<file path="src/hdl/itf_pkg.sv">
package itf_pkg;

	localparam int CNT_W = 7;

	localparam logic [7:0] CH_ZERO    = 8'h30;
	localparam logic [7:0] CH_MINUS   = 8'h2D;
	localparam logic [7:0] CH_SPACE   = 8'h20;
	localparam logic [7:0] CH_UPPER_A = 8'h41;
	localparam logic [7:0] CH_LOWER_A = 8'h61;
	localparam logic [3:0] DEC_BASE   = 4'd10;

	localparam logic [1:0] RADIX_OCT = 2'd0;
	localparam logic [1:0] RADIX_DEC = 2'd1;

	typedef enum logic [8:0] {
		S_IDLE  = 9'b000000001,
		S_CONV  = 9'b000000010,
		S_TRIM  = 9'b000000100,
		S_SIZE  = 9'b000001000,
		S_LEAD  = 9'b000010000,
		S_SIGN  = 9'b000100000,
		S_ZERO  = 9'b001000000,
		S_DIGIT = 9'b010000000,
		S_TRAIL = 9'b100000000
	} state_t;

	function automatic logic [7:0] digit_char(input logic [3:0] d, input logic upper);
		logic [7:0] base_ch;
		base_ch = upper ? CH_UPPER_A : CH_LOWER_A;
		if (d < DEC_BASE) begin
			return CH_ZERO + {4'b0000, d};
		end else begin
			return base_ch + {4'b0000, d} - {4'b0000, DEC_BASE};
		end
	endfunction

endpackage

</file>
<file path="src/hdl/integer_to_text_formatter_core.sv">
// Formats one integer per input word into ASCII text, one character per output word, with
// last_char set on the final character. An accepted word is first turned into digits: octal
// and hex digits are taken straight from the magnitude, decimal goes through a shift-and-add-3
// converter that works through all VALUE_BITS bits of the magnitude. Leading zero digits are
// then dropped one per cycle (up to (VALUE_BITS+2)/3 - 1 of them), a sizing state works out
// the padding, and the text leaves at one character per cycle while the consumer keeps up. A
// new word is taken only once the previous text has been fully handed to the output register.
module integer_to_text_formatter_core #(
	parameter int VALUE_BITS = 64,
	parameter int MAX_CHARS  = 64
) (
	input  logic              clk,
	input  logic              arst_n,
	input  logic              in_valid,
	output logic              in_ready,
	input  logic signed [63:0] value,
	input  logic              signed_mode,
	input  logic [1:0]        radix_select,
	input  logic              upper_hex,
	input  logic [6:0]        field_width,
	input  logic signed [6:0] min_digits,
	input  logic              pad_right,
	input  logic              zero_fill,
	output logic              out_valid,
	input  logic              out_ready,
	output logic [7:0]        char_code,
	output logic              last_char
);

	import itf_pkg::*;

	localparam int NDIG = (VALUE_BITS + 2) / 3;
	localparam int DW   = 4 * NDIG;
	localparam int NDW  = $clog2(NDIG + 1);
	localparam int CW   = $clog2(VALUE_BITS + 1);

	state_t                state_q;
	logic [DW-1:0]         digits_q;
	logic [VALUE_BITS-1:0] bin_q;
	logic [CW-1:0]         cnt_q;
	logic [NDW-1:0]        nd_q;
	logic                  neg_q;
	logic                  upper_q;
	logic                  left_q;
	logic                  zpad_q;
	logic [CNT_W-1:0]      width_q;
	logic [CNT_W-1:0]      prec_q;
	logic [CNT_W-1:0]      lead_q;
	logic [CNT_W-1:0]      zero_q;
	logic [CNT_W-1:0]      trail_q;
	logic [CNT_W-1:0]      rem_q;
	logic                  out_valid_q;
	logic [7:0]            char_q;
	logic                  last_q;

	logic [VALUE_BITS-1:0] v_in;
	logic                  neg_in;
	logic [VALUE_BITS-1:0] mag_in;
	logic [3*NDIG-1:0]     mag_ext;
	logic [DW-1:0]         oct_load;
	logic [DW-1:0]         hex_load;
	logic [DW-1:0]         adj;
	logic [CNT_W-1:0]      width_in;
	logic [CNT_W-1:0]      prec_in;
	logic [CNT_W-1:0]      nd_ext;
	logic [CNT_W-1:0]      prec_extra;
	logic [CNT_W-1:0]      len;
	logic [CNT_W-1:0]      pad;
	logic [CNT_W-1:0]      lead_n;
	logic [CNT_W-1:0]      zero_n;
	logic [CNT_W-1:0]      trail_n;
	state_t                size_next;
	logic [3:0]            top_digit;
	logic                  accept;
	logic                  produce;
	logic                  emitting;

	assign in_ready  = (state_q == S_IDLE);
	assign accept    = in_valid && in_ready;
	assign out_valid = out_valid_q;
	assign char_code = char_q;
	assign last_char = last_q;
	assign top_digit = digits_q[DW-1 -: 4];

	assign emitting = (state_q == S_LEAD) || (state_q == S_SIGN) || (state_q == S_ZERO) ||
		(state_q == S_DIGIT) || (state_q == S_TRAIL);
	assign produce  = emitting && (!out_valid_q || out_ready);

	always_comb begin
		v_in    = value[VALUE_BITS-1:0];
		neg_in  = signed_mode && v_in[VALUE_BITS-1];
		mag_in  = neg_in ? (~v_in + 1'b1) : v_in;
		mag_ext = (3*NDIG)'(mag_in);
		hex_load = DW'(mag_in);
		for (int i = 0; i < NDIG; i++) begin
			oct_load[4*i +: 4] = {1'b0, mag_ext[3*i +: 3]};
		end
		for (int i = 0; i < NDIG; i++) begin
			adj[4*i +: 4] = (digits_q[4*i +: 4] >= 4'd5) ? digits_q[4*i +: 4] + 4'd3
				: digits_q[4*i +: 4];
		end
		width_in = (field_width > CNT_W'(MAX_CHARS)) ? CNT_W'(MAX_CHARS) : field_width;
		if (min_digits[6]) begin
			prec_in = '0;
		end else if ($unsigned(min_digits) > CNT_W'(MAX_CHARS - 1)) begin
			prec_in = CNT_W'(MAX_CHARS - 1);
		end else begin
			prec_in = $unsigned(min_digits);
		end
	end

	always_comb begin
		nd_ext     = CNT_W'(nd_q);
		prec_extra = (prec_q > nd_ext) ? prec_q - nd_ext : '0;
		len        = nd_ext + prec_extra + CNT_W'(neg_q);
		pad        = (width_q > len) ? width_q - len : '0;
		lead_n     = (!left_q && !zpad_q) ? pad : '0;
		zero_n     = prec_extra + ((!left_q && zpad_q) ? pad : '0);
		trail_n    = left_q ? pad : '0;
		priority if (lead_n != '0) begin
			size_next = S_LEAD;
		end else if (neg_q) begin
			size_next = S_SIGN;
		end else if (zero_n != '0) begin
			size_next = S_ZERO;
		end else begin
			size_next = S_DIGIT;
		end
	end

	always_ff @(posedge clk or negedge arst_n) begin
		if (!arst_n) begin
			state_q     <= S_IDLE;
			out_valid_q <= 1'b0;
		end else begin
			if (produce) begin
				out_valid_q <= 1'b1;
			end else if (out_ready) begin
				out_valid_q <= 1'b0;
			end
			unique case (state_q)
				S_IDLE: begin
					if (accept) begin
						state_q <= (radix_select == RADIX_DEC) ? S_CONV : S_TRIM;
					end
				end
				S_CONV: begin
					if (cnt_q == CW'(1)) begin
						state_q <= S_TRIM;
					end
				end
				S_TRIM: begin
					if (!(top_digit == 4'd0 && nd_q > NDW'(1))) begin
						state_q <= S_SIZE;
					end
				end
				S_SIZE: begin
					state_q <= size_next;
				end
				S_LEAD: begin
					if (produce && lead_q == CNT_W'(1)) begin
						state_q <= neg_q ? S_SIGN : ((zero_q != '0) ? S_ZERO : S_DIGIT);
					end
				end
				S_SIGN: begin
					if (produce) begin
						state_q <= (zero_q != '0) ? S_ZERO : S_DIGIT;
					end
				end
				S_ZERO: begin
					if (produce && zero_q == CNT_W'(1)) begin
						state_q <= S_DIGIT;
					end
				end
				S_DIGIT: begin
					if (produce && nd_q == NDW'(1)) begin
						state_q <= (trail_q != '0) ? S_TRAIL : S_IDLE;
					end
				end
				S_TRAIL: begin
					if (produce && trail_q == CNT_W'(1)) begin
						state_q <= S_IDLE;
					end
				end
				default: begin
					state_q <= S_IDLE;
				end
			endcase
		end
	end

	always_ff @(posedge clk) begin
		if (produce) begin
			rem_q  <= rem_q - 1'b1;
			last_q <= (rem_q == CNT_W'(1));
		end
		unique case (state_q)
			S_IDLE: begin
				if (accept) begin
					neg_q   <= neg_in;
					upper_q <= upper_hex && radix_select[1];
					left_q  <= pad_right;
					zpad_q  <= zero_fill;
					width_q <= width_in;
					prec_q  <= prec_in;
					bin_q   <= mag_in;
					cnt_q   <= CW'(VALUE_BITS);
					nd_q    <= NDW'(NDIG);
					if (radix_select == RADIX_DEC) begin
						digits_q <= '0;
					end else if (radix_select == RADIX_OCT) begin
						digits_q <= oct_load;
					end else begin
						digits_q <= hex_load;
					end
				end
			end
			S_CONV: begin
				digits_q <= {adj[DW-2:0], bin_q[VALUE_BITS-1]};
				bin_q    <= bin_q << 1;
				cnt_q    <= cnt_q - 1'b1;
			end
			S_TRIM: begin
				if (top_digit == 4'd0 && nd_q > NDW'(1)) begin
					digits_q <= digits_q << 4;
					nd_q     <= nd_q - 1'b1;
				end
			end
			S_SIZE: begin
				lead_q  <= lead_n;
				zero_q  <= zero_n;
				trail_q <= trail_n;
				rem_q   <= len + pad;
			end
			S_LEAD: begin
				if (produce) begin
					char_q <= CH_SPACE;
					lead_q <= lead_q - 1'b1;
				end
			end
			S_SIGN: begin
				if (produce) begin
					char_q <= CH_MINUS;
				end
			end
			S_ZERO: begin
				if (produce) begin
					char_q <= CH_ZERO;
					zero_q <= zero_q - 1'b1;
				end
			end
			S_DIGIT: begin
				if (produce) begin
					char_q   <= digit_char(top_digit, upper_q);
					digits_q <= digits_q << 4;
					nd_q     <= nd_q - 1'b1;
				end
			end
			S_TRAIL: begin
				if (produce) begin
					char_q  <= CH_SPACE;
					trail_q <= trail_q - 1'b1;
				end
			end
			default: begin
			end
		endcase
	end

	a_last_ends_item: assert property (@(posedge clk) disable iff (!arst_n)
		(produce && rem_q == CNT_W'(1)) |=> (state_q == S_IDLE))
		else $error("text ended with characters still counted or phases left");

	a_no_extra_char: assert property (@(posedge clk) disable iff (!arst_n)
		produce |-> (rem_q != '0))
		else $error("character produced beyond the computed text length");

	a_digit_count: assert property (@(posedge clk) disable iff (!arst_n)
		(state_q == S_DIGIT) |-> (nd_q != '0))
		else $error("digit phase entered with no digits left");

	a_idle_done: assert property (@(posedge clk) disable iff (!arst_n)
		(emitting && $past(state_q) == S_SIZE) |-> (rem_q != '0))
		else $error("sized text is empty");

endmodule
</file>
<file path="config.mk">
export PLATFORM = sky130hd
export DESIGN_NAME = integer_to_text_formatter_core
export DESIGN_NICKNAME = d
export VERILOG_FILES = /design/src/hdl/itf_pkg.sv /design/src/hdl/integer_to_text_formatter_core.sv
export SDC_FILE = /design/constraint.sdc
export NUM_CORES = 1
export LEC_CHECK = 0
export ABC_AREA = 1
export BUFFER_PORTS_ARGS = -buffer_cell sky130_fd_sc_hd__buf_2
export CELL_PAD_IN_SITES_DETAIL_PLACEMENT = 0
export CELL_PAD_IN_SITES_GLOBAL_PLACEMENT = 1
export CORE_MARGIN = 2
export CORE_UTILIZATION = 35
export CTS_CLUSTER_DIAMETER = 40
export DETAILED_ROUTE_END_ITERATION = 10
export GPL_TIMING_DRIVEN = 1
export MAX_ROUTING_LAYER = met4
export PLACE_DENSITY_LB_ADDON = 0.3
export SYNTH_ARGS = -nofsm -noshare
export SYNTH_HDL_FRONTEND = slang
export SYNTH_SLANG_ARGS = --single-unit
</file>
<file path="constraint.sdc">
create_clock -name clk -period 9.2 [get_ports clk]
set_clock_uncertainty 0.2 [all_clocks]
set_input_delay 0.92 -clock clk [delete_from_list [all_inputs] [get_ports clk]]
set_output_delay 0.92 -clock clk [all_outputs]
set_load 0.1 [all_outputs]
</file>
== Word level (Yosys, flattened, before mapping) ==
Cells that the tools add are included.
Widths: inputs -> output; s select.

* Logic and storage cells: 235
* Memories kept: 0
* Input port bits: 88
* Bits in latches: 0
* Bits in writable memories: 0
* Memory bits (read-only): 0
* Flip-flop bits (word level): 229
* Output and inout port bits: 11

* Reductions and logical operators: 44
* $mul: 0
* Order comparisons: 28
* $add $sub $neg: 38
* Equality and inequality tests: 30
* Muxes and demuxes: 76
* Div/mod/pow operators: 0
* Shift-type cells: 0
* Bitwise operators: 1

{| class="wikitable"
|+ Operator list
! operator !! count
|-
| $pmux 88 s4 || 1
|-
| $mux 88 || 3
|-
| $mux 85 || 2
|-
| $mux 64 || 2
|-
| $pmux 64 s2 || 1
|-
| $mux 9 || 11
|-
| $ge 4x3->1 const B || 22
|-
| $add 4x2->4 const B || 21
|-
| $mux 4 || 21
|-
| $pmux 9 s9 || 1
|-
| $mux 7 || 11
|-
| $add 64x1->64 const B || 1
|-
| $mux 8 || 8
|-
| $not 64->64 || 1
|-
| $pmux 7 s2 || 4
|-
| $eq 7x1->1 const B || 5
|-
| $sub 7x1->7 const B || 5
|-
| $pmux 8 s4 || 1
|-
| $reduce_bool 7->1 || 4
|-
| $ne 2x2->1 const B || 8
|-
| $mux 5 || 3
|-
| $pmux 5 s3 || 1
|-
| $add 7x7->7 || 2
|-
| $mux 6 || 2
|-
| other kinds (42) || 76
|}

== Logic depth before layout (Yosys ltp) ==
* Word-level depth: 13
* Mapped depth: 42
* Depth with buffers taken out: 42

== Worst setup path after synthesis ==
Ideal clock, no wire load.

* Kind: register -> register
* Start: register state_q[7]
* End: register digits_q[0], enable pin
* Arrival time: 6786 ps
* Path buffers: 0
* Period minus slack after synthesis: 7573 ps
* Data required time: 8413 ps
* Setup time: 587 ps
* Cell stages (with the launch flop): 8
* Path slack: 1627 ps
* Cell sequence: dfrtp_1 nor2_1 nand2_2 inv_2 nand2_1 nor2_1 inv_1 a31oi_1

* Elaborated cells on any way between the ends: 19
* Those cells by class: eq/ne (11); reduce/logical (8)

{| class="wikitable"
|+ RTL lines
! item !! line !! source
|-
| from (decl) || integer_to_text_formatter_core.sv:37 || <nowiki>state_t state_q;</nowiki>
|-
| from (signal assigned) || integer_to_text_formatter_core.sv:144 || <nowiki>state_q <= (radix_select == RADIX_DEC) ? S_CONV : S_TRIM;</nowiki>
|-
| from (signal assigned) || integer_to_text_formatter_core.sv:158 || <nowiki>state_q <= size_next;</nowiki>
|-
| from (signal assigned) || integer_to_text_formatter_core.sv:162 || <nowiki>state_q <= neg_q ? S_SIGN : ((zero_q != '0) ? S_ZERO : S_DIGIT);</nowiki>
|-
| $eq 9x1->1 (*) || integer_to_text_formatter_core.sv:78 || <nowiki>assign in_ready = (state_q == S_IDLE);</nowiki>
|-
| net in_ready || integer_to_text_formatter_core.sv:15 || <nowiki>output logic in_ready,</nowiki>
|-
| $logic_and 1x1->1 || integer_to_text_formatter_core.sv:79 || <nowiki>assign accept = in_valid && in_ready;</nowiki>
|-
| $ne 2x1->1 (no line) || - ||
|-
| $reduce_and 4->1 (no line) (*) || - ||
|-
| to (signal assigned) || integer_to_text_formatter_core.sv:212 || <nowiki>digits_q <= oct_load;</nowiki>
|-
| to (signal assigned) || integer_to_text_formatter_core.sv:214 || <nowiki>digits_q <= hex_load;</nowiki>
|-
| to (signal assigned) || integer_to_text_formatter_core.sv:219 || <nowiki>digits_q <= {adj[DW-2:0], bin_q[VALUE_BITS-1]};</nowiki>
|-
| to (decl) || integer_to_text_formatter_core.sv:38 || <nowiki>logic [DW-1:0] digits_q;</nowiki>
|}

The timed path passes the listed nets; every way through them passes the cells marked *.
A chain may end at the register's enable or synchronous reset.

== Worst setup path in the final report ==
* Start: register nd_q[4]
* End: register rem_q[6], data pin

* Word-level cells in the longest chain between the ends: 8
* Elaborated cells on any way between the ends: 10
* Those cells by class: add/sub (5); order compare (2); mux (3)

{| class="wikitable"
|+ RTL lines
! item !! line !! source
|-
| from (decl) || integer_to_text_formatter_core.sv:41 || <nowiki>logic [NDW-1:0] nd_q;</nowiki>
|-
| from (signal assigned) || integer_to_text_formatter_core.sv:208 || <nowiki>nd_q <= NDW'(NDIG);</nowiki>
|-
| from (signal assigned) || integer_to_text_formatter_core.sv:226 || <nowiki>nd_q <= nd_q - 1'b1;</nowiki>
|-
| from (signal assigned) || integer_to_text_formatter_core.sv:256 || <nowiki>nd_q <= nd_q - 1'b1;</nowiki>
|-
| $sub 7x5->7 / $gt 7x5->1 (equally long branches) || integer_to_text_formatter_core.sv:114 || <nowiki>prec_extra = (prec_q > nd_ext) ? prec_q - nd_ext : '0;</nowiki>
|-
| $mux 7 || integer_to_text_formatter_core.sv:114 ||
|-
| $add 5x7->7 (*) || integer_to_text_formatter_core.sv:115 || <nowiki>len = nd_ext + prec_extra + CNT_W'(neg_q);</nowiki>
|-
| $add 7x1->7 (*) || integer_to_text_formatter_core.sv:115 ||
|-
| $sub 7x7->7 / $gt 7x7->1 (equally long branches) || integer_to_text_formatter_core.sv:116 || <nowiki>pad = (width_q > len) ? width_q - len : '0;</nowiki>
|-
| $mux 7 || integer_to_text_formatter_core.sv:116 ||
|-
| $add 7x7->7 (*) || integer_to_text_formatter_core.sv:233 || <nowiki>rem_q <= len + pad;</nowiki>
|-
| $mux 7 (*) || integer_to_text_formatter_core.sv:197 || <nowiki>unique case (state_q)</nowiki>
|-
| to (signal assigned) || integer_to_text_formatter_core.sv:194 || <nowiki>rem_q <= rem_q - 1'b1;</nowiki>
|-
| to (signal assigned) || integer_to_text_formatter_core.sv:233 ||
|-
| to (decl) || integer_to_text_formatter_core.sv:51 || <nowiki>logic [CNT_W-1:0] rem_q;</nowiki>
|}

Mark *: on every way between the ends. The rest lies on a longest branch, timed or not.

==> impl_metrics.tcl <==
set metrics [dict create \
    outcome "complete, no violations" \
    p_leak_nw 8.712 \
    seq_power_share_pct 28.0 \
    nFillCells 5032 \
    ir_drop_uv 213.9 \
    reg2regPathDepth 36 \
    switching_share_pct 43.46 \
    maxCapViolCount 0 \
    crit_path_max_fanout 6 \
    tightestPinTransition_ns 1.153 \
    highest_layer "met4" \
    min_to "left_q" \
    htreeDepth 2 \
    grt_pass1_wl_mm 81.48 \
    hold_buffers 1 \
    top_level_ports 99 \
    hold_viol 0 \
    routedWlPerCell_um 17.30 \
    worst-setup-path-type "flop to flop" \
    grt_max_degree 78 \
    dpl_cell_area_um2 18260 \
    final_max_slew_viol_count 0 \
    r2r_end "rem_q[6]" \
    synth.area.top_cells "edfxtp_1 38%, nand2_1 12%, inv_1 7.0%" \
    gp_congestion 0.9260 \
    wl_mm 51.48 \
    start_util_pct 35.21 \
    synth_cells 2210 \
    dpl.hpwl_mm 38.16 \
    synth_area_per_cell_um2 7.750 \
    r2r_slack_ns 2.89 \
    synth_cell_type_count 62 \
    arrival_ns 6.45 \
    hp-start "pad_right" \
    final_area_um2 20010 \
    grt_pass1_vias 14880 \
    core-area_um2 48650 \
    synth_nets 2389 \
    die_y_um 225.2 \
    fin_crit_ns 6.305 \
    start_kind "flop" \
    cts_buffers 51 \
    row_count 81 \
    routed-wl-met2_mm 22.57 \
    die_w_um 225.2 \
    yosysSeqAreaShare_pct 39.51 \
    met1Wirelength_mm 24.70 \
    grtUsageTotal_pct 21.06 \
    synth_edf_count 217 \
    holdPathStages 1 \
    cpMostUsedCell "nand2_1" \
    slowest_delay_ns 0.46 \
    worstSkewPairLatency_ns 0.59 \
    die-area_um2 50720 \
    finalCritPeriodShare_pct 68.53 \
    cts_root_buffer "clkbuf_16" \
    finalSetupTns_ns 0 \
    pwr-share-clk_pct 25.1 \
    grt_overflow 0 \
    rsz0062_at_grt "false" \
    multi_input_area_um2 8880 \
    min-delay-path-class "input port to flop" \
    clockBufferDepth 3 \
    crit_required_ns 9.34 \
    rr_startpoint "nd_q[4]" \
    ys.flop_type "edfxtp_1" \
    cp_slowest_cell "fa_1" \
    power_frac_comb_pct 46.8 \
    area_growth_pct 16.80 \
    port_buffers 97 \
    clock_sinks 227 \
    nets 2496 \
    yosysMostFrequentCell "nand2_1" \
    cts.repair.resized 0 \
    ys_warn_count 0 \
    p_switching_mw 3.238 \
    grt_antenna_before_repair 1 \
    synthArstFlopShare_pct 4.405 \
    synth_top_area_share_pct 38.05 \
    drc 0 \
    seq_area_um2 6768 \
    ant_nets 0 \
    yosysTopAreaCell "edfxtp_1" \
    drt_pass1_iterations 5 \
    clkTransAtPathRegs_ns 0.05 \
    num_vias 15280 \
    power.density_nw_per_um2 372.5 \
    drive_above_1_share_pct 11.56 \
    max_slew_margin_pct 22.32 \
    endpoint_kind "flop" \
    cts_tree "yes" \
    ys_ff_latch 227 \
    drtIter0Drc 1180 \
    vias_per_cell 5.134 \
    synthTopCellsByCount "539 x nand2_1, 320 x inv_1, 217 x edfxtp_1" \
    fmax_mhz 158.6 \
    wl_met3_mm 2.824 \
    setup_violations 0 \
    cts_setup_buffers 0 \
    syn-cell-area_um2 17130 \
    p_int_mw 4.213 \
]
[metrics by stage]
| stage | hold WS, ns | setup WS [ns] | power, mW | util [%] | instances |
|---|---|---|---|---|---|
| floorplan | 0.2631 | 1.627 | 4.657 | - | 2210 |
| CTS | 0.2715 | 2.941 | 7.501 | 41.12 | 2975 |
| global route | 0.2690 | 2.158 | 8.068 | 41.12 | 2976 |
| global placement | 0.3006 | 3.071 | 5.535 | 37.53 | 2885 |
| detailed placement | 0.3037 | 2.985 | 5.580 | 37.53 | 2885 |
| finish | 0.3078 | 2.895 | 7.451 | 41.12 | 2976 |
[how the worst max path moves through the flow]
stage | startpoint | endpoint | slack, ns | depth (start not counted)
2_1_floorplan | state_q[7] | digits_q[0] | 1.63 | 7
3_3_place_gp | nd_q[4] | rem_q[6] | 3.07 | 36
3_5_place_dp | nd_q[4] | rem_q[6] | 2.99 | 36
4_1_cts | nd_q[4] | rem_q[6] | 2.94 | 36
5_1_grt | nd_q[4] | rem_q[6] | 2.16 | 36
6_report | nd_q[4] | rem_q[6] | 2.89 | 36
[flip-flops by register name, summed over array words and instances, names as in the netlist, 5 cells and up]
register / cells
bin_q: 64
nd_q: 5
zero_q: 7
state_q: 9
rem_q: 7
lead_q: 7
digits_q: 88
width_q: 7
trail_q: 7
prec_q: 6
char_code: 7
cnt_q: 7
[cells by family (layout without fill, tap and decap cells)]
logic type               count (synthesis)  after routing  share of synthesized area (%)
adder cells (fa/ha/maj)                 91             91                          6.867
buffers and inverters                  389            532                          8.773
AO/OA/AOI/OAI                          393            393                          13.71
AND/OR/NAND/NOR                       1007           1007                          25.85
other                                    1              2                        0.02189
flip-flops                             227            227                          39.51
XOR/XNOR                               101            101                          5.209
multiplexers                             1              1                        0.05844
[layout by cell type, fill, tap and decap left out, types with 8 or more instances in the layout]
master,netlist,layout
clkbuf_16,0,51
a32oi_1,8,8
inv_1,320,317
inv_2,11,14
o22ai_1,28,28
o211ai_1,38,38
o21ai_1,8,8
buf_4,4,14
nand4_1,47,47
nor2_1,187,186
nor2_4,9,9
nand2_1,539,539
or2_2,22,22
xnor2_1,21,21
a31oi_1,13,12
a21oi_1,57,57
nand3_1,136,136
nand2_2,12,11
dfrtp_1,9,9
ha_1,86,86
edfxtp_1,217,217
clkbuf_1,28,10
bufinv_16,0,9
o221ai_1,16,16
nor3_1,25,25
o21bai_1,8,8
o21ai_0,182,182
xor2_1,79,79
buf_2,21,97
[area by class of cell]
class	instances	share of cell area [%]
Sequential cell	227	33.83
Clock inverter	26	1.964
Antenna cell	1	0.01251
Multi-Input combinational cell	1594	44.39
Tap cell	622	3.890
Clock buffer	63	6.705
Inverter	331	6.211
Timing Repair Buffer	112	3.002
[worst max-delay path: cells and delay by family, from the launching register on]
family / cells / cell delay (ns)
compound gates: 7 / 1.06
simple gates: 16 / 1.97
fa+ha+maj: 6 / 1.84
buf+inv: 6 / 0.38
flops: 1 / 0.43
xor+xnor: 1 / 0.17
[power groups by stage]
stage / combinational [mW] / clock, mW / sequential (mW)
final: 3.49 / 1.87 / 2.09
after global routing: 3.97 / 1.95 / 2.15
after CTS: 3.50 / 1.91 / 2.09
after detailed placement: 3.48 / 0 / 2.10
after global placement: 3.44 / 0 / 2.09
after floorplan: 2.55 / 0 / 2.10
[metal layers]
layer / GRT usage (%) / vias to the layer above
li1: - / 7633
met1: 28.82 / 7157
met2: 31.84 / 394
met3: 3.585 / 96
met4: 6.452 / 0
met5: - / -
Power figures use the tool's default switching activity.
